==> config.mk <==
export PLATFORM = sky130hd
export DESIGN_NAME = pts_mul
export DESIGN_NICKNAME = d
export VERILOG_FILES = /design/src/design/pts_pkg.sv /design/src/design/pts_mul.sv
export SDC_FILE = /design/constraint.sdc
export NUM_CORES = 2
export LEC_CHECK = 0
export ABC_AREA = 1
export BUFFER_PORTS_ARGS = -buffer_cell sky130_fd_sc_hd__buf_2
export CORE_UTILIZATION = 40
export DETAILED_ROUTE_END_ITERATION = 16
export PLACE_DENSITY = 0.53
export SLEW_MARGIN = 20
export SYNTH_ARGS = -nofsm -noshare
export SYNTH_HDL_FRONTEND = slang
export SYNTH_SLANG_ARGS = --single-unit
==> constraint.sdc <==
create_clock -name i_clk -period 10.8 [get_ports i_clk]
set_input_delay 0.54 -clock i_clk [delete_from_list [all_inputs] [get_ports i_clk]]
set_output_delay 0.54 -clock i_clk [all_outputs]
set_load 0.01 [all_outputs]
==> src/design/pts_pkg.sv <==
`default_nettype none

package pts_pkg;

    // field widths
    localparam int unsigned ANGLE_W = 24;
    localparam int unsigned ERR_W   = 25;
    localparam int unsigned DERIV_W = 26;
    localparam int unsigned GAIN_W  = 16;
    localparam int unsigned BAND_W  = 23;
    localparam int unsigned LIMIT_W = 7;
    localparam int unsigned TICK_W  = 16;
    localparam int unsigned SUM_W   = 40;
    localparam int unsigned PCT_W   = 8;
    localparam int unsigned CFG_IDX_W  = 3;
    localparam int unsigned CFG_DATA_W = 24;

    // integral split for the two partial products
    localparam int unsigned SUM_LO_W = 20;
    localparam int unsigned SUM_HI_W = SUM_W - SUM_LO_W;

    // product and total widths
    localparam int unsigned PP_W    = GAIN_W + 1 + ERR_W;
    localparam int unsigned PD_W    = GAIN_W + 1 + DERIV_W;
    localparam int unsigned PIL_W   = GAIN_W + 1 + SUM_LO_W + 1;
    localparam int unsigned PIH_W   = GAIN_W + 1 + SUM_HI_W;
    localparam int unsigned TOTAL_W = 58;
    localparam int unsigned SCALE_SH = 16;
    localparam int unsigned QUOT_W  = TOTAL_W - SCALE_SH;

    // integral saturation bounds
    localparam logic [SUM_W-1:0] SUM_MAX = {1'b0, {(SUM_W-1){1'b1}}};
    localparam logic [SUM_W-1:0] SUM_MIN = {1'b1, {(SUM_W-1){1'b0}}};

    // input mode codes
    localparam logic MODE_START = 1'b0;
    localparam logic MODE_TICK  = 1'b1;

    // result kinds
    localparam logic [1:0] KIND_RUN     = 2'd0;
    localparam logic [1:0] KIND_START   = 2'd1;
    localparam logic [1:0] KIND_EXPIRED = 2'd2;

    // register indexes
    localparam logic [CFG_IDX_W-1:0] CFG_TARGET  = 3'd0;
    localparam logic [CFG_IDX_W-1:0] CFG_GAIN_P  = 3'd1;
    localparam logic [CFG_IDX_W-1:0] CFG_GAIN_I  = 3'd2;
    localparam logic [CFG_IDX_W-1:0] CFG_GAIN_D  = 3'd3;
    localparam logic [CFG_IDX_W-1:0] CFG_BAND    = 3'd4;
    localparam logic [CFG_IDX_W-1:0] CFG_LIMIT   = 3'd5;
    localparam logic [CFG_IDX_W-1:0] CFG_TIMEOUT = 3'd6;

    // register reset values
    localparam logic [ANGLE_W-1:0] RST_TARGET  = 24'd0;
    localparam logic [GAIN_W-1:0]  RST_GAIN_P  = 16'd256;
    localparam logic [GAIN_W-1:0]  RST_GAIN_I  = 16'd0;
    localparam logic [GAIN_W-1:0]  RST_GAIN_D  = 16'd256;
    localparam logic [BAND_W-1:0]  RST_BAND    = 23'd256;
    localparam logic [LIMIT_W-1:0] RST_LIMIT   = 7'd100;
    localparam logic [TICK_W-1:0]  RST_TIMEOUT = 16'd300;

    typedef struct packed {
        logic [ANGLE_W-1:0] target_angle;
        logic [GAIN_W-1:0]  gain_p;
        logic [GAIN_W-1:0]  gain_i;
        logic [GAIN_W-1:0]  gain_d;
        logic [BAND_W-1:0]  integrate_band;
        logic [LIMIT_W-1:0] speed_limit;
        logic [TICK_W-1:0]  timeout_ticks;
    } t_cfg;

    // after the state update
    typedef struct packed {
        logic [1:0]         kind;
        logic [ERR_W-1:0]   err;
        logic [DERIV_W-1:0] deriv;
        logic [SUM_W-1:0]   sum;
    } t_s1;

    // after the multipliers
    typedef struct packed {
        logic [1:0]       kind;
        logic [ERR_W-1:0] err;
        logic [PP_W-1:0]  pp;
        logic [PD_W-1:0]  pd;
        logic [PIL_W-1:0] pil;
        logic [PIH_W-1:0] pih;
    } t_s2;

    // after the final sum
    typedef struct packed {
        logic [1:0]         kind;
        logic [ERR_W-1:0]   err;
        logic [TOTAL_W-1:0] total;
    } t_s3;

endpackage

`default_nettype wire

==> src/design/pts_mul.sv <==
`default_nettype none

module pts_mul (
    input  wire logic     i_clk,
    input  wire logic     i_en,
    input  pts_pkg::t_s1  i_s1,
    input  pts_pkg::t_cfg i_cfg,
    output pts_pkg::t_s2  o_s2
);

    pts_pkg::t_s2 r_s2;

    logic signed [pts_pkg::GAIN_W:0]     w_gp;
    logic signed [pts_pkg::GAIN_W:0]     w_gi;
    logic signed [pts_pkg::GAIN_W:0]     w_gd;
    logic signed [pts_pkg::ERR_W-1:0]    w_err;
    logic signed [pts_pkg::DERIV_W-1:0]  w_deriv;
    logic signed [pts_pkg::SUM_LO_W:0]   w_sum_lo;
    logic signed [pts_pkg::SUM_HI_W-1:0] w_sum_hi;
    logic signed [pts_pkg::PP_W-1:0]     w_pp;
    logic signed [pts_pkg::PD_W-1:0]     w_pd;
    logic signed [pts_pkg::PIL_W-1:0]    w_pil;
    logic signed [pts_pkg::PIH_W-1:0]    w_pih;

    // four products; the integral term is split into low and high halves
    always_comb begin
        w_gp     = $signed({1'b0, i_cfg.gain_p});
        w_gi     = $signed({1'b0, i_cfg.gain_i});
        w_gd     = $signed({1'b0, i_cfg.gain_d});
        w_err    = $signed(i_s1.err);
        w_deriv  = $signed(i_s1.deriv);
        w_sum_lo = $signed({1'b0, i_s1.sum[pts_pkg::SUM_LO_W-1:0]});
        w_sum_hi = $signed(i_s1.sum[pts_pkg::SUM_W-1:pts_pkg::SUM_LO_W]);
        w_pp     = w_gp * w_err;
        w_pd     = w_gd * w_deriv;
        w_pil    = w_gi * w_sum_lo;
        w_pih    = w_gi * w_sum_hi;
    end

    always_ff @(posedge i_clk) begin
        if (i_en) begin
            r_s2.kind <= i_s1.kind;
            r_s2.err  <= i_s1.err;
            r_s2.pp   <= w_pp;
            r_s2.pd   <= w_pd;
            r_s2.pil  <= w_pil;
            r_s2.pih  <= w_pih;
        end
    end

    assign o_s2 = r_s2;

endmodule

`default_nettype wire

Yosys cells after proc, flatten, opt, wreduce, memory -nomap -nowiden
Cells that the tools add are included.

word-level totals
  logic and storage cells = 10
  bits in registers = 187
  bits of input ports = 213
  output and inout bits = 187

operators by class
  $mul = 4

operators by type and width
  cell                          count
  multiplier 17 x 26 -> 43 bit  1
  multiplier 17 x 25 -> 42 bit  1
  multiplier 17 x 20 -> 37 bit  1
  multiplier 16 x 20 -> 36 bit  1

Depth between registers and ports, before layout
  word-level depth = 1
  gate-level depth with buffers = 28
  depth with buffers taken out = 27

Least setup slack after synthesis
OpenSTA, ideal clock, no wires.

  kind = input to register
  start = input port i_s1[90] (netlist bit)
  end = register r_s2 (netlist bit o_s2[159]) (data pin)
  library setup time = 0.254 ns
  cell stages on the path = 20
  required time = 10.546 ns
  arrival time = 5.588 ns
  slack = 4.958 ns
  buffers on the path = 2
  path through = clkbuf_1 > clkbuf_1 > nand2_1 > fa_1 > fa_1 > inv_1 > fa_1 > inv_1 > fa_1 > fa_1 > fa_1 > inv_1 > ha_1 > inv_1 > nor3_1 > nand2_1 > nor2_1 > nand3b_1 > nand4_1 > nand2_1

on the way
  cells in the longest elaborated chain, start to end = 1

RTL lines
  element                       RTL line       text
  start, declared               pts_mul.sv:6   input pts_pkg::t_s1 i_s1,
  multiplier 17 x 25 -> 42 bit  pts_mul.sv:34  w_pp = w_gp * w_err;
  net w_pp, one bit             pts_mul.sv:20  logic signed [pts_pkg::PP_W-1:0] w_pp;
  end, declared                 pts_mul.sv:11  pts_pkg::t_s2 r_s2;

The timed path passes the listed nets, and every way through them passes these cells.
A chain may end at the register's enable or synchronous reset.

Worst setup path in the final report
  start = input port i_cfg[65] (netlist bit)
  end = register r_s2 (netlist bit o_s2[32]) (data pin)

on the way
  cells in the longest elaborated chain, start to end = 1

RTL lines
  element                       RTL line       text
  start, declared               pts_mul.sv:7   input pts_pkg::t_cfg i_cfg,
  multiplier 17 x 20 -> 37 bit  pts_mul.sv:37  w_pih = w_gi * w_sum_hi;
  net w_pih, one bit            pts_mul.sv:23  logic signed [pts_pkg::PIH_W-1:0] w_pih;

The timed path passes the listed nets, and every way through them passes these cells.

==> out/results.ini <==
[drt]
first_iter_violations = 2467
via_count = 46900
antenna_left = 0
wl_per_cell_um = 16.9
wirelength_mm = 168
drt_first_pass_iters = 6
post-route-drc-count = 0
drt-vias-per-instance = 4.70

[timing]
finalSetupViolations = 0
period_share = 0.583
fin_tns_setup_ns = 0
hold_violations = 0
rsz0062_at_grt = no
fmax_ghz = 0.159
fin_crit_ns = 6.29
maxSlewHeadroom = 0.235
tightest_slew_ns = 1.15
slew_violations = 0

[status]
status = finished, final reports clean

[clock_network]
cts_sinks = 185
cts.clk_slew.worst_paths_ns = 0.08
numCtsBuffers = 17
cts_hold_buf = 0
postCtsSetupBuffers = 0
cts_max_level = 4
cts-resized-gates = 0
clockRootBuffer = clkbuf_16
cts_buffer_depth = 2
cts_tree = done

[job]
maxCapViolations = 0

[critical_path]
worst-endpoint-required_ns = 11.08
crit_type = in -> reg
crit_path_start_kind = input port
critical_path_arrival_ns = 6.57
critPathMaxStageDelay_ns = 0.89
crit_chain = buf_2, nand2_1, inv_1, fa_1, fa_1, fa_1, fa_1, fa_1, inv_1, fa_1, inv_1, ha_1, nand2_1, nor2_2, nand2_1, nor4_2, nand2_1, nand3_1, nand2_1
crit_buf_inv = 4
cp_slowest_cell = fa_1
path_delay_family = adder cells
endpoint_kind = flip-flop
cp_common_cell = fa_1
crit_path_max_fanout = 40

[synthesis]
netlist.area_leader.share = 0.444
ys_seq_elements = 185
synth.largest_area_cell = fa_1
synthDistinctLibCells = 36
avgSynthCellArea_sq_um = 7.79
yosysWarningCount = 0
synth_area_sq_um = 61700
synthTopCellsByArea = fa_1, inv_1, nand2_1, edfxtp_1, ha_1
synth_seq_area_share = 0.0900
netlist_instances = 7917

[finish]
area_growth_pct = 5.90
drive_gt1_frac = 0.0547
antenna_cells = 0
final_nets = 9928
largest_register_ffs = 185
final_cells = 9982

[global_routing]
grt_max_degree = 70
grt_pass1_wl_mm = 278
grt_use_total = 0.227
grt_pass1_vias = 50600
antenna_found_initial = 10
gr-total-overflow = 0

[place]
portBuffers = 327
gp_congestion = 0.903
hpwl_mm = 138
dpl.cell_count = 9949

[die]
rows = 143
io_pins = 400
die_area_sq_um = 156000
die-height_um = 395
core_area_sq_um = 152000
fp.dieW_um = 395
initial_core_util = 0.405

[hold_path]
hold_path_class = in -> reg

==> area by class of cell <==
class	count	area [sq um]
Clock buffer	17	425
Clock inverter	15	164
Fill cell	15700	87100
Inverter	2517	9450
Multi-Input combinational cell	4872	45400
Sequential cell	185	5560
Tap cell	2030	2540
Timing Repair Buffer	346	1800
==> layer usage <==
metal	vias up	track usage	wire length, um
met3	164	0.0265	8070
met4	16	0.0508	3200
li1	22000	-	-
met1	23600	0.309	75400
met2	1093	0.387	81600
met5	-	0	104
==> synthesized netlist by cell type (all sizes together) <==
library cell / count
inv: 2517
nand2: 2329
fa: 1367
ha: 409
clkbuf: 342
nor2: 268
edfxtp: 185
nand3: 139
a21oi: 129
xor2: 65
o21ai: 53
o21bai: 30
nand4: 28
xnor2: 20
nor3: 10
nand3b: 6
nor4: 5
a21o: 4
a31oi: 4
buf: 2
or2: 2
conb: 1
nand2b: 1
o21a: 1
==> cell usage in the layout (no fill, tap or decap), types with 3 or more instances in the layout <==
cell / instances
a21o_1: 4
a21oi_1: 128
a31oi_1: 4
buf_2: 325
buf_4: 19
clkbuf_16: 17
clkinv_2: 3
edfxtp_1: 185
fa_1: 1367
ha_1: 409
inv_1: 2513
inv_2: 4
inv_6: 4
nand2_1: 2308
nand2_2: 21
nand3_1: 132
nand3_2: 7
nand3b_1: 6
nand4_1: 28
nor2_1: 257
nor2_2: 9
nor3_1: 4
nor3_2: 6
nor4_1: 3
o21ai_0: 43
o21ai_1: 7
o21ai_2: 3
o21bai_1: 27
o21bai_2: 3
xnor2_1: 20
xor2_1: 64
==> per-stage QoR <==
step           utilization  setup slack, ns  area (sq um)  hold WS, ns
6_report             0.429             4.51         65300        0.184
3_5_place_dp         0.425             3.96         64700        0.721
3_3_place_gp         0.425             3.99         64700        0.723
4_1_cts              0.428             4.54         65300        0.119
5_1_grt              0.429             4.16         65300        0.134
2_1_floorplan            -             4.96         61700        0.639
==> worst paths after layout <==
path | endpoint | start | cells after the start
setup / recovery | o_s2[32]$_DFFE_PP_ | i_cfg[65] | 19
hold / removal | o_s2[185]$_DFFE_PP_ | i_s1[91] | 1
==> kinds of logic (layout without fill, tap and decap cells) <==
| kind of cell | count (synthesis) | count (layout) | synth area share |
|---|---|---|---|
| xor gates and xnor gates | 85 | 85 | 0.0122 |
| DFF | 185 | 185 | 0.0900 |
| buffers and inverters | 2861 | 2895 | 0.174 |
| other | 1 | 2 | 0.0000608 |
| adders and majority gates | 1776 | 1776 | 0.526 |
| AOI/OAI and AO/OA | 221 | 221 | 0.0199 |
| and+or+nand+nor | 2788 | 2788 | 0.177 |
Power is left out: the tool's default activity adds up to more than one toggle a clock period on the data nets, which glitch-free logic cannot reach.
