`src/design/pts_pkg.sv`:
```
`default_nettype none

package pts_pkg;

    // field widths
    localparam int unsigned ANGLE_W = 24;
    localparam int unsigned ERR_W   = 25;
    localparam int unsigned DERIV_W = 26;
    localparam int unsigned GAIN_W  = 16;
    localparam int unsigned BAND_W  = 23;
    localparam int unsigned LIMIT_W = 7;
    localparam int unsigned TICK_W  = 16;
    localparam int unsigned SUM_W   = 40;
    localparam int unsigned PCT_W   = 8;
    localparam int unsigned CFG_IDX_W  = 3;
    localparam int unsigned CFG_DATA_W = 24;

    // integral split for the two partial products
    localparam int unsigned SUM_LO_W = 20;
    localparam int unsigned SUM_HI_W = SUM_W - SUM_LO_W;

    // product and total widths
    localparam int unsigned PP_W    = GAIN_W + 1 + ERR_W;
    localparam int unsigned PD_W    = GAIN_W + 1 + DERIV_W;
    localparam int unsigned PIL_W   = GAIN_W + 1 + SUM_LO_W + 1;
    localparam int unsigned PIH_W   = GAIN_W + 1 + SUM_HI_W;
    localparam int unsigned TOTAL_W = 58;
    localparam int unsigned SCALE_SH = 16;
    localparam int unsigned QUOT_W  = TOTAL_W - SCALE_SH;

    // integral saturation bounds
    localparam logic [SUM_W-1:0] SUM_MAX = {1'b0, {(SUM_W-1){1'b1}}};
    localparam logic [SUM_W-1:0] SUM_MIN = {1'b1, {(SUM_W-1){1'b0}}};

    // input mode codes
    localparam logic MODE_START = 1'b0;
    localparam logic MODE_TICK  = 1'b1;

    // result kinds
    localparam logic [1:0] KIND_RUN     = 2'd0;
    localparam logic [1:0] KIND_START   = 2'd1;
    localparam logic [1:0] KIND_EXPIRED = 2'd2;

    // register indexes
    localparam logic [CFG_IDX_W-1:0] CFG_TARGET  = 3'd0;
    localparam logic [CFG_IDX_W-1:0] CFG_GAIN_P  = 3'd1;
    localparam logic [CFG_IDX_W-1:0] CFG_GAIN_I  = 3'd2;
    localparam logic [CFG_IDX_W-1:0] CFG_GAIN_D  = 3'd3;
    localparam logic [CFG_IDX_W-1:0] CFG_BAND    = 3'd4;
    localparam logic [CFG_IDX_W-1:0] CFG_LIMIT   = 3'd5;
    localparam logic [CFG_IDX_W-1:0] CFG_TIMEOUT = 3'd6;

    // register reset values
    localparam logic [ANGLE_W-1:0] RST_TARGET  = 24'd0;
    localparam logic [GAIN_W-1:0]  RST_GAIN_P  = 16'd256;
    localparam logic [GAIN_W-1:0]  RST_GAIN_I  = 16'd0;
    localparam logic [GAIN_W-1:0]  RST_GAIN_D  = 16'd256;
    localparam logic [BAND_W-1:0]  RST_BAND    = 23'd256;
    localparam logic [LIMIT_W-1:0] RST_LIMIT   = 7'd100;
    localparam logic [TICK_W-1:0]  RST_TIMEOUT = 16'd300;

    typedef struct packed {
        logic [ANGLE_W-1:0] target_angle;
        logic [GAIN_W-1:0]  gain_p;
        logic [GAIN_W-1:0]  gain_i;
        logic [GAIN_W-1:0]  gain_d;
        logic [BAND_W-1:0]  integrate_band;
        logic [LIMIT_W-1:0] speed_limit;
        logic [TICK_W-1:0]  timeout_ticks;
    } t_cfg;

    // after the state update
    typedef struct packed {
        logic [1:0]         kind;
        logic [ERR_W-1:0]   err;
        logic [DERIV_W-1:0] deriv;
        logic [SUM_W-1:0]   sum;
    } t_s1;

    // after the multipliers
    typedef struct packed {
        logic [1:0]       kind;
        logic [ERR_W-1:0] err;
        logic [PP_W-1:0]  pp;
        logic [PD_W-1:0]  pd;
        logic [PIL_W-1:0] pil;
        logic [PIH_W-1:0] pih;
    } t_s2;

    // after the final sum
    typedef struct packed {
        logic [1:0]         kind;
        logic [ERR_W-1:0]   err;
        logic [TOTAL_W-1:0] total;
    } t_s3;

endpackage

`default_nettype wire

```
`src/design/pts_track.sv`:
```
`default_nettype none

module pts_track (
    input  wire logic                           i_clk,
    input  wire logic                           i_rst_n,
    input  wire logic                           i_accept,
    input  wire logic                           i_mode,
    input  wire logic [pts_pkg::ANGLE_W-1:0]    i_measured_angle,
    input  pts_pkg::t_cfg                       i_cfg,
    output pts_pkg::t_s1                        o_s1
);

    logic [pts_pkg::ERR_W-1:0]   r_last_error;
    logic [pts_pkg::SUM_W-1:0]   r_error_sum;
    logic [pts_pkg::TICK_W-1:0]  r_tick_count;
    pts_pkg::t_s1                r_s1;

    logic [pts_pkg::ERR_W-1:0]   w_target;
    logic [pts_pkg::ERR_W-1:0]   w_meas;
    logic [pts_pkg::ERR_W-1:0]   w_err;
    logic [pts_pkg::ERR_W-1:0]   w_mag;
    logic                        w_in_band;
    logic [pts_pkg::DERIV_W-1:0] w_deriv;
    logic [pts_pkg::SUM_W-1:0]   w_base;
    logic [pts_pkg::SUM_W:0]     w_acc;
    logic [pts_pkg::SUM_W-1:0]   w_sat;
    logic [pts_pkg::SUM_W-1:0]   n_error_sum;
    logic                        w_timed;

    // error, derivative and the conditional integral
    always_comb begin
        w_target = {i_cfg.target_angle[pts_pkg::ANGLE_W-1], i_cfg.target_angle};
        w_meas   = {i_measured_angle[pts_pkg::ANGLE_W-1], i_measured_angle};
        w_err    = w_target - w_meas;
        w_mag    = w_err[pts_pkg::ERR_W-1] ? (pts_pkg::ERR_W'(0) - w_err) : w_err;
        w_in_band = w_mag < {2'b00, i_cfg.integrate_band};
        w_deriv  = {w_err[pts_pkg::ERR_W-1], w_err}
                 - {r_last_error[pts_pkg::ERR_W-1], r_last_error};
        // clear the integral on a sign change
        w_base = (w_err[pts_pkg::ERR_W-1] != r_last_error[pts_pkg::ERR_W-1])
               ? '0 : r_error_sum;
        w_acc = {w_base[pts_pkg::SUM_W-1], w_base}
              + {{(pts_pkg::SUM_W + 1 - pts_pkg::ERR_W){w_err[pts_pkg::ERR_W-1]}}, w_err};
        if (w_acc[pts_pkg::SUM_W] != w_acc[pts_pkg::SUM_W-1]) begin
            w_sat = w_acc[pts_pkg::SUM_W] ? pts_pkg::SUM_MIN : pts_pkg::SUM_MAX;
        end else begin
            w_sat = w_acc[pts_pkg::SUM_W-1:0];
        end
        n_error_sum = w_in_band ? w_sat : w_base;
        w_timed = r_tick_count >= i_cfg.timeout_ticks;
    end

    // update the loop state on each accepted word, unless a tick word finds the timeout reached
    always_ff @(posedge i_clk) begin
        if (!i_rst_n) begin
            r_last_error <= '0;
            r_error_sum  <= '0;
            r_tick_count <= '0;
        end else if (i_accept) begin
            if (i_mode == pts_pkg::MODE_START) begin
                r_last_error <= w_target;
                r_error_sum  <= '0;
                r_tick_count <= '0;
            end else if (!w_timed) begin
                r_last_error <= w_err;
                r_error_sum  <= n_error_sum;
                r_tick_count <= r_tick_count + pts_pkg::TICK_W'(1);
            end
        end
    end

    // capture the stage word
    always_ff @(posedge i_clk) begin
        if (i_accept) begin
            r_s1.deriv <= w_deriv;
            r_s1.sum   <= n_error_sum;
            if (i_mode == pts_pkg::MODE_START) begin
                r_s1.kind <= pts_pkg::KIND_START;
                r_s1.err  <= w_target;
            end else if (w_timed) begin
                r_s1.kind <= pts_pkg::KIND_EXPIRED;
                r_s1.err  <= w_err;
            end else begin
                r_s1.kind <= pts_pkg::KIND_RUN;
                r_s1.err  <= w_err;
            end
        end
    end

    assign o_s1 = r_s1;

endmodule

`default_nettype wire

```
`config.mk`:
```
export PLATFORM = sky130hd
export DESIGN_NAME = pts_track
export DESIGN_NICKNAME = d
export VERILOG_FILES = /design/src/design/pts_pkg.sv /design/src/design/pts_track.sv
export SDC_FILE = /design/constraint.sdc
export NUM_CORES = 1
export LEC_CHECK = 0
export BUFFER_PORTS_ARGS = -buffer_cell sky130_fd_sc_hd__buf_2
export CORE_MARGIN = 1.5
export CORE_UTILIZATION = 30
export CTS_CLUSTER_SIZE = 10
export DETAILED_ROUTE_END_ITERATION = 6
export GPL_ROUTABILITY_DRIVEN = 0
export PLACE_DENSITY = 0.49
export SYNTH_ARGS = -nofsm -noshare
export SYNTH_HDL_FRONTEND = slang
export SYNTH_SLANG_ARGS = --single-unit
export TNS_END_PERCENT = 20
```
`constraint.sdc`:
```
create_clock -name i_clk -period 16.4 [get_ports i_clk]
set_input_delay 0.82 -clock i_clk [delete_from_list [all_inputs] [get_ports i_clk]]
set_output_delay 0.82 -clock i_clk [all_outputs]
set_load 0.01 [all_outputs]
```
# After elaboration in Yosys (flattened, before gate mapping)

Cells that the tools add are included.

Bits in registers: 174
Input port bits: 146
Output and inout bits: 93
Logic and storage cells: 31

$add $sub $neg: 5
$lt $le $gt $ge: 2
Equal/unequal tests: 3
Muxes and demuxes: 13
Reduce and logical (&&, ||, !) cells: 1

Operators by type and width:

| cell                                              | count |
|---|---|
| two-way mux 40 bit                                | 6 |
| two-way mux 25 bit                                | 4 |
| adder 40 x 25 -> 41 bit                           | 1 |
| two-way mux 16 bit                                | 2 |
| two-way mux 27 bit                                | 1 |
| subtractor 25 x 25 -> 26 bit                      | 1 |
| less-than comparator 25 x 23 -> 1 bit             | 1 |
| subtractor 1 x 25 -> 25 bit, first input constant | 1 |
| subtractor 24 x 24 -> 25 bit                      | 1 |
| adder 16 x 1 -> 16 bit, second input constant     | 1 |
| >= comparator 16 bit                              | 1 |
| inequality test 1 bit                             | 2 |
| inequality test 2 bit, second input constant      | 1 |
| AND reduction 2 bit                               | 1 |

# Logic depth before layout (Yosys ltp)

Word-level depth: 9
Mapped depth: 35
Depth with buffers taken out: 25

# Worst setup path before layout

OpenSTA, ideal clock, no wires.

Kind: input to register
Start point: input port i_cfg[94] (netlist name)
End point: register r_s1 (netlist bit o_s1[30]) (data pin)
Library setup time: 132 ps
Arrival time: 7921 ps
Data required time: 16268 ps
Path slack: 8348 ps
Stages: 32
Path buffers: 9
Cell sequence: inv_1 > ha_1 > fa_1 > nor2b_1 > o31ai_1 > a211o_1 > a2111oi_4 > or2_1 > buf_2 > inv_2 > buf_2 > clkbuf_1 > clkbuf_1 > buf_1 > ha_1 > clkbuf_1 > clkbuf_1 > buf_1 > nand2_1 > inv_1 > ha_1 > and3_1 > and3_1 > a22o_1 > a311o_1 > a22oi_1 > o32ai_1 > a21oi_1 > mux2i_1 > and2b_1 > buf_2 > a22o_1

Word-level cells in the longest chain between the ends: 7
Elaborated cells on any way between the ends: 11
Those cells by class: add/sub: 3; order compare: 1; eq/ne: 2; mux: 5

Ends and longest elaborated chain:

| element                                                             | line            | RTL |
|---|---|---|
| from (decl)                                                         | pts_track.sv:9  | `input pts_pkg::t_cfg i_cfg,` |
| subtractor 24 x 24 -> 25 bit *                                      | pts_track.sv:34 | `w_err = w_target - w_meas;` |
| branches (longest 5 deep; another with subtractor 1 x 25 -> 25 bit) | n/a             |  |
| two-way mux 40 bit *                                                | pts_track.sv:49 | `n_error_sum = w_in_band ? w_sat : w_base;` |
| named net n_error_sum, one bit                                      | pts_track.sv:27 | `logic [pts_pkg::SUM_W-1:0] n_error_sum;` |
| to (decl)                                                           | pts_track.sv:16 | `pts_pkg::t_s1 r_s1;` |

Mark *: on every way through the listed nets, which the timed path passes.
A chain may end at the register's enable or synchronous reset.

# Final worst setup path

Start point: input port i_cfg[94] (netlist name)
End point: register r_error_sum[31] (netlist name)

Word-level cells in the longest chain between the ends: 9
Elaborated cells on any way between the ends: 13
Those cells by class: add/sub: 3; order compare: 1; eq/ne: 2; mux: 7

Ends and longest elaborated chain:

| element                                                             | line            | RTL |
|---|---|---|
| subtractor 24 x 24 -> 25 bit *                                      | pts_track.sv:34 |  |
| branches (longest 5 deep; another with subtractor 1 x 25 -> 25 bit) | n/a             |  |
| two-way mux 40 bit *                                                | pts_track.sv:49 |  |
| two-way mux 40 bit *                                                | pts_track.sv:64 | `end else if (!w_timed) begin` |
| two-way mux 40 bit *                                                | pts_track.sv:60 | `if (i_mode == pts_pkg::MODE_START) begin` |
| to (signal assigned)                                                | pts_track.sv:66 | `r_error_sum <= n_error_sum;` |
| to (decl)                                                           | pts_track.sv:14 | `logic [pts_pkg::SUM_W-1:0] r_error_sum;` |

Every way passes the cells marked *. The select of a mux whose other input is x is not followed.

==> metrics.md <==
| Metric | Value |
|---|---|
| Int Pwr | `1.10 mW` |
| Sequential power share | `between 30% and 40%` |
| Slowest cell on crit path | `mux2i_4` |
| Synth area leaders | `edfxtp_1, dfxtp_1, ha_1` |
| P_leak | `6.70 nW` |
| Syn_area_per_cell | `8.58 sq um` |
| Root Buffer | `clkbuf_16` |
| Initial core utilization | `30.4%` |
| FF/Latch Area | `4410 sq um` |
| Dpl cell area | `15,000 sq um` |
| Syn Nets | `1,833` |
| CP arrival | `9.21 ns` |
| Clock share of power | `24.6%` |
| Simple-Gate Fraction of Synth Area | `between 10% and 20%` |
| RSZ-0062 raised after global routing | `false` |
| Die height | `215 um` |
| Vias in the first global route | `11.8k` |
| DRT Pass-1 Iters | `5` |
| Cell with the most instances after synthesis | `nand2_1` |
| Final period utilization | `53.8%` |
| Final Net Count | `between 1.5k and 2k` |
| #FFs+latches synth | `174` |
| # setup viols final | `0` |
| Total grt overflow | `0` |
| Leading area contributor after synthesis | `edfxtp_1` |
| Yosys warning count | `0` |
| Netlist cell types | `slightly above 80` |
| Async set-reset flop share out of synthesis | `0%` |
| Sequential fraction of the synthesis area | `32.7%` |
| First-pass GRT wire length | `65.2 mm` |
| Overall routing resource usage | `17.9%` |
| Ports | `about 240` |
| Hold WC Path Type | `flip-flop to flip-flop` |
| Top post-synthesis cells by count | `nand2_1, inv_1, nor2_1` |
| Initial DRC Count | `616` |
| Die width | `215 um` |
| Final Hold Vio Count | `0` |
| Most frequent CP cell | `ha_1` |
| Sw Ratio | `37.8%` |
| Worst Skew | `0.0141 ns` |
| Largest family of logic cells by synthesized area | `compound AO/OA/AOI/OAI gates` |
| Drt wl/cell | `about 18 um` |
| Mux cell area share after synthesis | `about 2.7%` |
| Slew Limit Fails | `0` |
| WS Path Type | `primary input to flip-flop` |
| Post-cts resize count | `0` |
| Inserted Clock Buffers | `17` |
| Drt total wl | `41.2 mm` |
| Max_slew headroom | `22.6%` |
| Buf/Inv on CP | `5` |
| CP max stage delay | `slightly above 0.9 ns` |
| Post-Syn Instances | `1,571` |
| Diode count | `0` |
| Fillers | `roughly 4.7k` |
| Post-synthesis adder-cell area fraction | `between 10% and 20%` |
| Synthesized area | `13,500 sq um` |
| Finished Core Util | `35.2%` |
| Final min period | `8.82 ns` |
| Area of the core | `44,300 sq um` |
| Layout cell share with drive strength beyond 1 | `16.4%` |
| Compound-cell area share of the yosys netlist | `24.6%` |
| Crit path required time | `16.79 ns` |
| Yosys top cell area share | `20.7%` |
| Row count | `77` |
| Pwr Density | `between 100 and 150 nW/um^2` |
| Setup TNS | `0 ns` |
| Initial antenna violation count | `2` |
| Worst vdd ir | `0.0572 mV` |
| Routed vias | `12.0k` |
| Clock transition at path regs | `0.07 ns` |
| Num Clock Sinks | `roughly 170` |
| Remaining antenna violation count | `0` |
| PortBufs | `183` |
| Largest net degree at the start of global routing | `60` |
| DIE AREA | `approximately 46,000 sq um` |
| Worst slew pin tran | `roughly 1.1 ns` |
| Dominant synthesized flop cell | `edfxtp_1` |
| Post-CTS Setup Bufs | `0` |
| F_max | `113 MHz` |
| Area of the multi-input gates | `8250 sq um` |
| CP endpoint kind | `flip-flop` |
| Comb power frac | `42.5%` |
| Number of max-cap violations | `0` |
| Vias/cell | `5.18` |
| Dpl cells | `2,290` |
| CP max FO | `37` |
| Status | `finished clean` |
| H-tree Lvls | `4` |
| Finished Cell Area | `15,600 sq um` |
| Layout Cells excl Fill | `2,322` |
| DRC Markers | `0` |
| Sw Pwr | `671 uW` |
| Hold-fix buffers at CTS | `0` |
| Post-synth EDFFs | `93` |
| Post-DP HPWL | `30.7 mm` |
| TritonCTS clock tree | `done` |
| XOR/XNOR share of the synthesized area | `under 10%` |
| Worst-case clock buffer depth | `2` |
| CP Launch Type | `primary input` |
| Largest delay contributor family on the critical path | `compound AO/OA/AOI/OAI gates` |
| Layout area overhead | `15.7%` |
| Skew-Pair Late Insertion Delay | `between 0.4 and 0.5 ns` |
state kept, by name, indices dropped and copies added, names as in the netlist:
name and count:
o_s1 93, r_error_sum 40, r_last_error 25, r_tick_count 16
worst min-delay path: stages (launching register included):
cell and delay (ns):
dfxtp_1 0.32, nand2_1 0.05, o31ai_1 0.05
area by class of cell:
type | instances | share of cell area [%]
clock inverter | 8 | 0.665
inverter | 135 | 3.25
tap | 592 | 4.75
clock buffer | 24 | 3.29
multi-input combinational | 1185 | 52.9
timing repair buffer | 204 | 6.89
sequential | 174 | 28.3
worst paths after layout:
kind / end / start / cells after the start / slack, ns
worst max-delay path: r_error_sum[31] / i_cfg[94] / 26 / 7.58
worst min-delay path: r_error_sum[2] / r_error_sum[2] / 2 / 0.44
worst max register to register: r_error_sum[31] / r_last_error[24] / 18 / 9.54
worst min register to register: r_error_sum[2] / r_error_sum[2] / 2 / 0.44
placed cells by master, fill, tap and decap left out, types with 7 or more instances in the layout:
master     count
dfxtp_1       81
xnor2_1       63
nor4_1        12
edfxtp_1      93
and3_1        13
inv_1        132
mux2i_1        9
a32oi_1       11
a211o_1        9
o21bai_1       8
nor3_1        34
nand2_1      134
a21o_1        37
or3_1         11
clkbuf_16     18
a22o_1        32
o31ai_1       21
and2_1        22
nand4_1       15
a211oi_1      52
nor2b_1       31
o2bb2ai_1      7
a21oi_1      101
o211ai_1      13
o21a_1        20
buf_2        182
mux2_2        23
xor2_1        33
a31o_2         7
buf_4         22
nand2b_1      20
o21ai_1        7
o21ai_0       60
nand3_1       19
ha_1         113
a31oi_1       12
a22oi_1       17
nor2_1       128
layer usage:
layer	GRT usage (%)	share of wire (%)
met1	23.6	47
met4	4.97	1.3
met2	30.3	48
met3	2.70	3.8
met5	0	0.041
power groups by stage:
stage                     registers, mW  clock network [mW]  logic (mW)
after floorplan                   0.615                   0       0.505
after global placement            0.595                   0       0.748
after detailed placement          0.596                   0       0.755
after CTS                         0.587               0.452       0.760
after global routing              0.593               0.462       0.846
final                             0.584               0.436       0.755
metrics by stage:
step / hold WS, ns / worst slack (ns) / power (mW)
after floorplan: 0.417 / 8.35 / 1.12
after global placement: 0.425 / 7.29 / 1.34
after detailed placement: 0.432 / 7.22 / 1.35
after CTS: 0.446 / 7.69 / 1.80
after global routing: 0.461 / 7.16 / 1.90
final: 0.444 / 7.58 / 1.78
kinds of logic after synthesis:
kind of cell	after synthesis
AOI/OAI and AO/OA	472
and+or+nand+nor	467
buffers and inverters	212
DFF	174
adders and majority gates	116
xor gates and xnor gates	96
muxes	34
No activity file was read; power rests on OpenSTA's default activity.
