<file path="src/design/pts_pkg.sv">
`default_nettype none

package pts_pkg;

    // field widths
    localparam int unsigned ANGLE_W = 24;
    localparam int unsigned ERR_W   = 25;
    localparam int unsigned DERIV_W = 26;
    localparam int unsigned GAIN_W  = 16;
    localparam int unsigned BAND_W  = 23;
    localparam int unsigned LIMIT_W = 7;
    localparam int unsigned TICK_W  = 16;
    localparam int unsigned SUM_W   = 40;
    localparam int unsigned PCT_W   = 8;
    localparam int unsigned CFG_IDX_W  = 3;
    localparam int unsigned CFG_DATA_W = 24;

    // integral split for the two partial products
    localparam int unsigned SUM_LO_W = 20;
    localparam int unsigned SUM_HI_W = SUM_W - SUM_LO_W;

    // product and total widths
    localparam int unsigned PP_W    = GAIN_W + 1 + ERR_W;
    localparam int unsigned PD_W    = GAIN_W + 1 + DERIV_W;
    localparam int unsigned PIL_W   = GAIN_W + 1 + SUM_LO_W + 1;
    localparam int unsigned PIH_W   = GAIN_W + 1 + SUM_HI_W;
    localparam int unsigned TOTAL_W = 58;
    localparam int unsigned SCALE_SH = 16;
    localparam int unsigned QUOT_W  = TOTAL_W - SCALE_SH;

    // integral saturation bounds
    localparam logic [SUM_W-1:0] SUM_MAX = {1'b0, {(SUM_W-1){1'b1}}};
    localparam logic [SUM_W-1:0] SUM_MIN = {1'b1, {(SUM_W-1){1'b0}}};

    // input mode codes
    localparam logic MODE_START = 1'b0;
    localparam logic MODE_TICK  = 1'b1;

    // result kinds
    localparam logic [1:0] KIND_RUN     = 2'd0;
    localparam logic [1:0] KIND_START   = 2'd1;
    localparam logic [1:0] KIND_EXPIRED = 2'd2;

    // register indexes
    localparam logic [CFG_IDX_W-1:0] CFG_TARGET  = 3'd0;
    localparam logic [CFG_IDX_W-1:0] CFG_GAIN_P  = 3'd1;
    localparam logic [CFG_IDX_W-1:0] CFG_GAIN_I  = 3'd2;
    localparam logic [CFG_IDX_W-1:0] CFG_GAIN_D  = 3'd3;
    localparam logic [CFG_IDX_W-1:0] CFG_BAND    = 3'd4;
    localparam logic [CFG_IDX_W-1:0] CFG_LIMIT   = 3'd5;
    localparam logic [CFG_IDX_W-1:0] CFG_TIMEOUT = 3'd6;

    // register reset values
    localparam logic [ANGLE_W-1:0] RST_TARGET  = 24'd0;
    localparam logic [GAIN_W-1:0]  RST_GAIN_P  = 16'd256;
    localparam logic [GAIN_W-1:0]  RST_GAIN_I  = 16'd0;
    localparam logic [GAIN_W-1:0]  RST_GAIN_D  = 16'd256;
    localparam logic [BAND_W-1:0]  RST_BAND    = 23'd256;
    localparam logic [LIMIT_W-1:0] RST_LIMIT   = 7'd100;
    localparam logic [TICK_W-1:0]  RST_TIMEOUT = 16'd300;

    typedef struct packed {
        logic [ANGLE_W-1:0] target_angle;
        logic [GAIN_W-1:0]  gain_p;
        logic [GAIN_W-1:0]  gain_i;
        logic [GAIN_W-1:0]  gain_d;
        logic [BAND_W-1:0]  integrate_band;
        logic [LIMIT_W-1:0] speed_limit;
        logic [TICK_W-1:0]  timeout_ticks;
    } t_cfg;

    // after the state update
    typedef struct packed {
        logic [1:0]         kind;
        logic [ERR_W-1:0]   err;
        logic [DERIV_W-1:0] deriv;
        logic [SUM_W-1:0]   sum;
    } t_s1;

    // after the multipliers
    typedef struct packed {
        logic [1:0]       kind;
        logic [ERR_W-1:0] err;
        logic [PP_W-1:0]  pp;
        logic [PD_W-1:0]  pd;
        logic [PIL_W-1:0] pil;
        logic [PIH_W-1:0] pih;
    } t_s2;

    // after the final sum
    typedef struct packed {
        logic [1:0]         kind;
        logic [ERR_W-1:0]   err;
        logic [TOTAL_W-1:0] total;
    } t_s3;

endpackage

`default_nettype wire

</file>
<file path="src/design/pts_drive.sv">
`default_nettype none

module pts_drive (
    input  wire logic                       i_clk,
    input  wire logic                       i_sum_en,
    input  wire logic                       i_out_en,
    input  pts_pkg::t_s2                    i_s2,
    input  pts_pkg::t_cfg                   i_cfg,
    output logic [pts_pkg::PCT_W-1:0]       o_left_pct,
    output logic [pts_pkg::PCT_W-1:0]       o_right_pct,
    output logic [pts_pkg::ERR_W-1:0]       o_heading_error,
    output logic                            o_expired
);

    localparam int unsigned T = pts_pkg::TOTAL_W;
    localparam int unsigned Q = pts_pkg::QUOT_W;

    pts_pkg::t_s3              r_s3;
    logic [pts_pkg::PCT_W-1:0] r_left;
    logic [pts_pkg::PCT_W-1:0] r_right;
    logic [pts_pkg::ERR_W-1:0] r_err;
    logic                      r_expired;

    logic [T-1:0]              w_total;
    logic [Q-1:0]              w_quot;
    logic [Q-1:0]              w_lim;
    logic [Q-1:0]              w_neg_lim;
    logic [Q-1:0]              w_clamped;
    logic [pts_pkg::PCT_W-1:0] w_drive;

    // add the four products, high integral half weighted by 2^20
    always_comb begin
        w_total = {{(T - pts_pkg::PP_W){i_s2.pp[pts_pkg::PP_W-1]}}, i_s2.pp}
                + {{(T - pts_pkg::PD_W){i_s2.pd[pts_pkg::PD_W-1]}}, i_s2.pd}
                + {{(T - pts_pkg::PIL_W){i_s2.pil[pts_pkg::PIL_W-1]}}, i_s2.pil}
                + {{(T - pts_pkg::PIH_W - pts_pkg::SUM_LO_W){i_s2.pih[pts_pkg::PIH_W-1]}},
                   i_s2.pih, {pts_pkg::SUM_LO_W{1'b0}}};
    end

    always_ff @(posedge i_clk) begin
        if (i_sum_en) begin
            r_s3.kind  <= i_s2.kind;
            r_s3.err   <= i_s2.err;
            r_s3.total <= w_total;
        end
    end

    // scale by 2^-16 toward zero, clamp to the speed limit, and zero the drive unless running
    always_comb begin
        w_quot = r_s3.total[T-1:pts_pkg::SCALE_SH];
        if (r_s3.total[T-1] && (r_s3.total[pts_pkg::SCALE_SH-1:0] != '0)) begin
            w_quot = w_quot + Q'(1);
        end
        w_lim     = {{(Q - pts_pkg::LIMIT_W){1'b0}}, i_cfg.speed_limit};
        w_neg_lim = Q'(0) - w_lim;
        if ($signed(w_quot) > $signed(w_lim)) begin
            w_clamped = w_lim;
        end else if ($signed(w_quot) < $signed(w_neg_lim)) begin
            w_clamped = w_neg_lim;
        end else begin
            w_clamped = w_quot;
        end
        w_drive = (r_s3.kind == pts_pkg::KIND_RUN) ? w_clamped[pts_pkg::PCT_W-1:0] : '0;
    end

    // result register
    always_ff @(posedge i_clk) begin
        if (i_out_en) begin
            r_left    <= w_drive;
            r_right   <= pts_pkg::PCT_W'(0) - w_drive;
            r_err     <= r_s3.err;
            r_expired <= r_s3.kind == pts_pkg::KIND_EXPIRED;
        end
    end

    assign o_left_pct      = r_left;
    assign o_right_pct     = r_right;
    assign o_heading_error = r_err;
    assign o_expired       = r_expired;

endmodule

`default_nettype wire

</file>
<file path="config.mk">
export PLATFORM = sky130hd
export DESIGN_NAME = pts_drive
export DESIGN_NICKNAME = d
export VERILOG_FILES = /design/src/design/pts_pkg.sv /design/src/design/pts_drive.sv
export SDC_FILE = /design/constraint.sdc
export NUM_CORES = 1
export LEC_CHECK = 0
export ABC_CLOCK_PERIOD_IN_PS = 6000
export CORE_MARGIN = 1.5
export CORE_UTILIZATION = 55
export DETAILED_ROUTE_END_ITERATION = 12
export DONT_BUFFER_PORTS = 1
export PLACE_DENSITY_LB_ADDON = 0.15
export SYNTH_ARGS = -nofsm -noshare
export SYNTH_HDL_FRONTEND = slang
export SYNTH_SLANG_ARGS = --single-unit
</file>
<file path="constraint.sdc">
create_clock -name i_clk -period 6 [get_ports i_clk]
set_input_delay 0.3 -clock i_clk [delete_from_list [all_inputs] [get_ports i_clk]]
set_output_delay 0.3 -clock i_clk [all_outputs]
set_load 0.05 [all_outputs]
</file>
=== After elaboration in Yosys (flattened, before gate mapping) ===
Cells that the tools add are included.
Widths: inputs -> output; s select.

* Reduce and logical (&&, ||, !) cells: 3
* Order comparisons: 2
* Add/sub/neg operators: 6
* Eq/ne operators: 1
* Multiplexer cells: 4

{| class="wikitable"
|+ Operators with widths
! kind !! count
|-
| $add 45x57->58 || 1
|-
| $add 44x38->45 || 1
|-
| $add 42x43->44 || 1
|-
| $add 42x1->42 const B || 1
|-
| $gt 42x8->1 || 1
|-
| $lt 42x8->1 || 1
|-
| $mux 42 || 1
|-
| $mux 8 || 3
|-
| $reduce_bool 16->1 || 1
|-
| $sub 1x7->8 const A || 1
|-
| $sub 1x8->8 const A || 1
|-
| $eq 2x2->1 const B || 1
|-
| $logic_not 2->1 || 1
|-
| $logic_and 1x1->1 || 1
|}

* Output and inout bits: 42
* Word-level logic and storage cells: 23
* Register bits: 127
* Input port bits: 308

=== Longest topological paths before layout ===
* Depth after elaboration: 8
* Depth in mapped cells: 21
* Gate-level depth less buffers: 21

=== Least setup slack after synthesis ===
Ideal clock, no wire load.

* Kind: input port to flip-flop
* From: input port i_cfg[17] (netlist name)
* To: register r_right (netlist bit o_right_pct[6]) (data pin)
* Buffers on the path: 1
* Slack: 173 ps
* Library setup time: 259 ps
* Required time: 5741 ps
* Data arrival time: 5569 ps
* Stages on the path: 16
* Cells stage by stage: nor3_1 nand2_1 nor3_1 ha_1 a21o_1 a21o_1 a21oi_1 o211ai_1 a211oi_1 mux2_2 buf_2 a21o_1 nand3_1 ha_1 nand3_1 xor2_1

* Longest elaborated chain between the ends: 6
* Elaborated cells between the ends (all ways): 7
* Those cells by class: add/sub: 2; order compare: 2; mux: 3

{| class="wikitable"
|+ Ends and longest elaborated chain
! item !! RTL line !! source
|-
| start: declaration || pts_drive.sv:8 || <nowiki>input pts_pkg::t_cfg i_cfg,</nowiki>
|-
| $sub 1x7->8 || pts_drive.sv:55 || <nowiki>w_neg_lim = Q'(0) - w_lim;</nowiki>
|-
| $lt 42x8->1 || pts_drive.sv:58 || <nowiki>end else if ($signed(w_quot) < $signed(w_neg_lim)) begin</nowiki>
|-
| $mux 8 || pts_drive.sv:58 ||
|-
| $mux 8 (*) || pts_drive.sv:56 || <nowiki>if ($signed(w_quot) > $signed(w_lim)) begin</nowiki>
|-
| $mux 8 (*) || pts_drive.sv:63 || <nowiki>w_drive = (r_s3.kind == pts_pkg::KIND_RUN) ? w_clamped[pts_pkg::PCT_W-1:0] : '0;</nowiki>
|-
| $sub 1x8->8 (*) || pts_drive.sv:70 || <nowiki>r_right <= pts_pkg::PCT_W'(0) - w_drive;</nowiki>
|-
| end signal: assignment || pts_drive.sv:70 ||
|-
| end: declaration || pts_drive.sv:20 || <nowiki>logic [pts_pkg::PCT_W-1:0] r_right;</nowiki>
|}

Every way passes the cells marked *; elsewhere a longest branch is shown, timed or not.
A chain may end at the register's enable or synchronous reset.

=== Worst setup path after layout ===
* From: register r_s3[10] (netlist name)
* To: register r_right (netlist bit o_right_pct[2]) (data pin)

* Longest elaborated chain between the ends: 8
* Elaborated cells between the ends (all ways): 9
* Those cells by class: add/sub: 1; order compare: 2; mux: 4; reduce/logical: 2

{| class="wikitable"
|+ Ends and longest elaborated chain
! item !! RTL line !! source
|-
| start: declaration || pts_drive.sv:18 || <nowiki>pts_pkg::t_s3 r_s3;</nowiki>
|-
| $reduce_bool 16->1 (*) || pts_drive.sv:51 || <nowiki>if (r_s3.total[T-1] && (r_s3.total[pts_pkg::SCALE_SH-1:0] != '0)) begin</nowiki>
|-
| $logic_and 1x1->1 (*) || pts_drive.sv:51 ||
|-
| $mux 42 (*) || pts_drive.sv:51 ||
|-
| $lt 42x8->1 || pts_drive.sv:58 ||
|-
| $mux 8 || pts_drive.sv:58 ||
|-
| $mux 8 (*) || pts_drive.sv:56 ||
|-
| $mux 8 (*) || pts_drive.sv:63 ||
|-
| net w_drive, one bit || pts_drive.sv:29 || <nowiki>logic [pts_pkg::PCT_W-1:0] w_drive;</nowiki>
|-
| $sub 1x8->8 (*) || pts_drive.sv:70 ||
|}

The timed path passes the listed nets; every way through them passes the cells marked *.

==> impl_results.md <==
- Delay-heaviest family, CP: compound AO/OA/AOI/OAI gates
- Die Ht: 149.6 um
- Die area: 22,370 sq um
- Outcome: finished clean
- Remaining DRCs: 0
- Post-synthesis instance total: 1,070
- Cell Chain, Critical Path: or4_1 > o41a_1 > nand4_1 > xnor2_1 > ha_1 > a21oi_1 > o221ai_1 > a21oi_1 > o221ai_1 > nor4_1 > nand4_1 > o31ai_4 > mux2i_1 > inv_1 > ha_1 > xor2_1
- Leakage power: 5.329 nW
- Post-synthesis adder-cell area fraction: 0.2933
- Crit path launch type: flop
- Crit Path Category: reg2reg
- CP required: 6170 ps
- Async set-reset flop share out of synthesis: 0
- R2r setup slk: 610 ps
- Slew margin rel.: 0.4117
- Hold slack: 201.8 ps
- Max FO, Critical Path: 13
- Power Total: 5.088 mW
- Vias/cell: 6.039
- Tmin final: 5391 ps
- Mapped Area: 11,820 sq um
- Synth Area in Compound Gates: 0.1373
- Initial antenna violation count: 0
- Avg Inst Size Synth: 11.04 sq um
- DR iter-0 viols: 428
- Clock slew at reported path FFs: 60 ps
- Post-Synth Simple-Gate Area: 0.1372
- Pin count of the biggest net entering global routing: 45
- Peak VDD IR: 0.1676 mV
- Layout cells sized above 1: 0.06572
- TritonCTS clock tree: built
- Top_reg_cell synth: edfxtp_1
- Cts repair resizes: 0
- Buffer and inverter count on the worst path: 1
- EDFF count, synth: 126
- Max-slew violations: 0
- Synth cell types: 73
- CP arrival: 5560 ps
- Fin. Hold Viols: 0
- # H-tree levels: 4
- CTS sink count: 126
- Number of CTS-inserted buffers: 17
- Warnings, synthesis: 0
- Vias in the first global route: 8,345
- Max Freq: 0.1855 GHz
- Final setup viols: 0
- GRT overflow: 0
- CTS Buffer Depth: 2
- Syn Nets: 1,598
- Clock Latency Late Sink: 420 ps
- Post-synthesis mux area share: 0.01143
- Flops & latches, synth: 126
- Vias: 8,461
- Register area share after synthesis: 0.3202
- Layout area overhead: 10.49%
- Power Dens Cells: 389.6 nW/um^2
- Std cell rows: 53
- Critical Path End Type: flop
- Commonest cells after routing, fill and taps aside: 126 x edfxtp_1, 125 x ha_1, 95 x fa_1
- DRT Pass-1 Iters: 5
- Critical Path Max Stage Delay: 690 ps
- First-pass GRT wire length: 43,030 um
- CTS root buf: clkbuf_16
- Slowest cell on crit path: o31ai_4
- Gp weighted congestion: 0.9468
- Max_cap viols: 0
- Largest family of logic cells by synthesized area: adder cells
- Nets: 1,641
- Gr usage total: 0.2485
- Xor-xnor portion of the synthesized cell area: 0.07930
- Die W: 149.6 um
- Post-route setup TNS: 0 ps
- DP HPWL: 21,230 um
- Final period util: 0.8984
- Port Buffers: 0
- WL/cell: 19.09 um
- Core area: 21,020 sq um
- Slew @ Worst Pin: 884.4 ps
- Initial Util: 0.5622
- RSZ-0062 raised after global routing: false
- Most common cell after layout, fill and taps aside: edfxtp_1
- Hold Crit Class: in2reg
- Routed Wire Length: 26,750 um
- Fillers: 1,675
- I/O Pins: 350
- Antenna Nets Post-Route: 0
- Number of diodes: 0
- Clk_skew: 7.659 ps
-- state kept, by name, summed over array words and instances, names as in the netlist --
name / flops
r_s3: 85
o_heading_error: 25
o_expired: 1
o_left_pct: 8
o_right_pct: 7
-- stage by stage --
| step | instance area (sq um) | cells | util | setup slack [ps] |
|---|---|---|---|---|
| 2_1_floorplan | 11820 | 1070 | - | 172.6 |
| 3_3_place_gp | 12130 | 1336 | 0.5770 | 666.9 |
| 3_5_place_dp | 12130 | 1336 | 0.5770 | 659.0 |
| 4_1_cts | 13060 | 1401 | 0.6212 | 616.7 |
| 5_1_grt | 13060 | 1401 | 0.6212 | 147.9 |
| 6_report | 13060 | 1401 | 0.6212 | 609.4 |
-- cells by family (layout without fill, tap and decap cells) --
logic type,count (synthesis),count (layout)
AO/OA/AOI/OAI,241,241
XOR/XNOR,107,107
adder cells (fa/ha/maj),220,220
buffers and inverters,59,115
flip-flops,126,126
multiplexers,13,13
AND/OR/NAND/NOR,304,304
-- layer usage --
layer / track usage / vias up / part of all wire
li1: - / 4096 / -
met1: 0.3588 / 4047 / 0.47
met2: 0.3809 / 297 / 0.44
met3: 0.05884 / 21 / 0.072
met4: 0.05396 / 0 / 0.011
met5: 0 / - / 0
-- final timing paths --
path	endpoint	depth (start not counted)	start
worst min-delay path	o_left_pct[6]	2	i_cfg[22]
worst max register to register	o_right_pct[2]	16	r_s3[10]
worst min register to register	o_heading_error[16]	0	r_s3[74]
worst max-delay path	o_right_pct[2]	16	r_s3[10]
-- area by class of cell --
| class | instances | area (sq um) | share of cell area |
|---|---|---|---|
| inverters | 43 | 161.4 | 0.01236 |
| well taps | 275 | 344.1 | 0.02635 |
| multi-input cells | 885 | 7787 | 0.5964 |
| clock buffers | 17 | 425.4 | 0.03258 |
| flip-flops and latches | 126 | 3784 | 0.2898 |
| clock inverters | 15 | 142.6 | 0.01092 |
| repair buffers | 40 | 412.9 | 0.03162 |
-- cell usage after synthesis (4+ instances only) --
library cell | count | share of area
a211oi_1 | 8 | 0.0051
a21o_1 | 46 | 0.029
a21oi_1 | 71 | 0.030
a31oi_1 | 9 | 0.0048
and2_1 | 6 | 0.0032
and3_1 | 17 | 0.0090
and4_1 | 6 | 0.0044
clkbuf_1 | 7 | 0.0022
edfxtp_1 | 126 | 0.32
fa_1 | 95 | 0.16
ha_1 | 125 | 0.13
inv_1 | 43 | 0.014
mux2_2 | 4 | 0.0038
mux2i_1 | 9 | 0.0076
nand2_1 | 70 | 0.022
nand2b_1 | 9 | 0.0048
nand3_1 | 31 | 0.013
nand3b_1 | 4 | 0.0025
nand4_1 | 23 | 0.012
nor2_1 | 55 | 0.017
nor2b_1 | 8 | 0.0042
nor3_1 | 22 | 0.0093
nor4_1 | 17 | 0.0090
o211ai_1 | 6 | 0.0038
o21a_1 | 12 | 0.0076
o21ai_0 | 35 | 0.015
o21bai_1 | 7 | 0.0044
o221ai_1 | 4 | 0.0030
o31ai_1 | 7 | 0.0044
or2_2 | 6 | 0.0032
or3_1 | 5 | 0.0026
or4_1 | 8 | 0.0051
xnor2_1 | 59 | 0.044
xor2_1 | 48 | 0.036
-- power by group --
group	internal, mW	switching, mW
Sequential	1.33	0.374
Combinational	1.05	1.35
Clock	0.549	0.431
Total	2.93	2.16
-- worst reg2reg max path, stage by stage, from the launching register on --
cell	delay (ps)
edfxtp_1	350
or4_1	610
o41a_1	630
nand4_1	240
xnor2_1	260
ha_1	330
a21oi_1	140
o221ai_1	130
a21oi_1	180
o221ai_1	190
nor4_1	270
nand4_1	200
o31ai_4	690
mux2i_1	420
inv_1	90
ha_1	250
xor2_1	170
-- what timing repair did --
item / 4_1_cts / 5_1_grt
hold buffers: 33 / 0
endpoints found under the hold margin: 112 / 0
setup buffers: 0 / 0
Note: power is estimated with default switching activity, not from simulation.
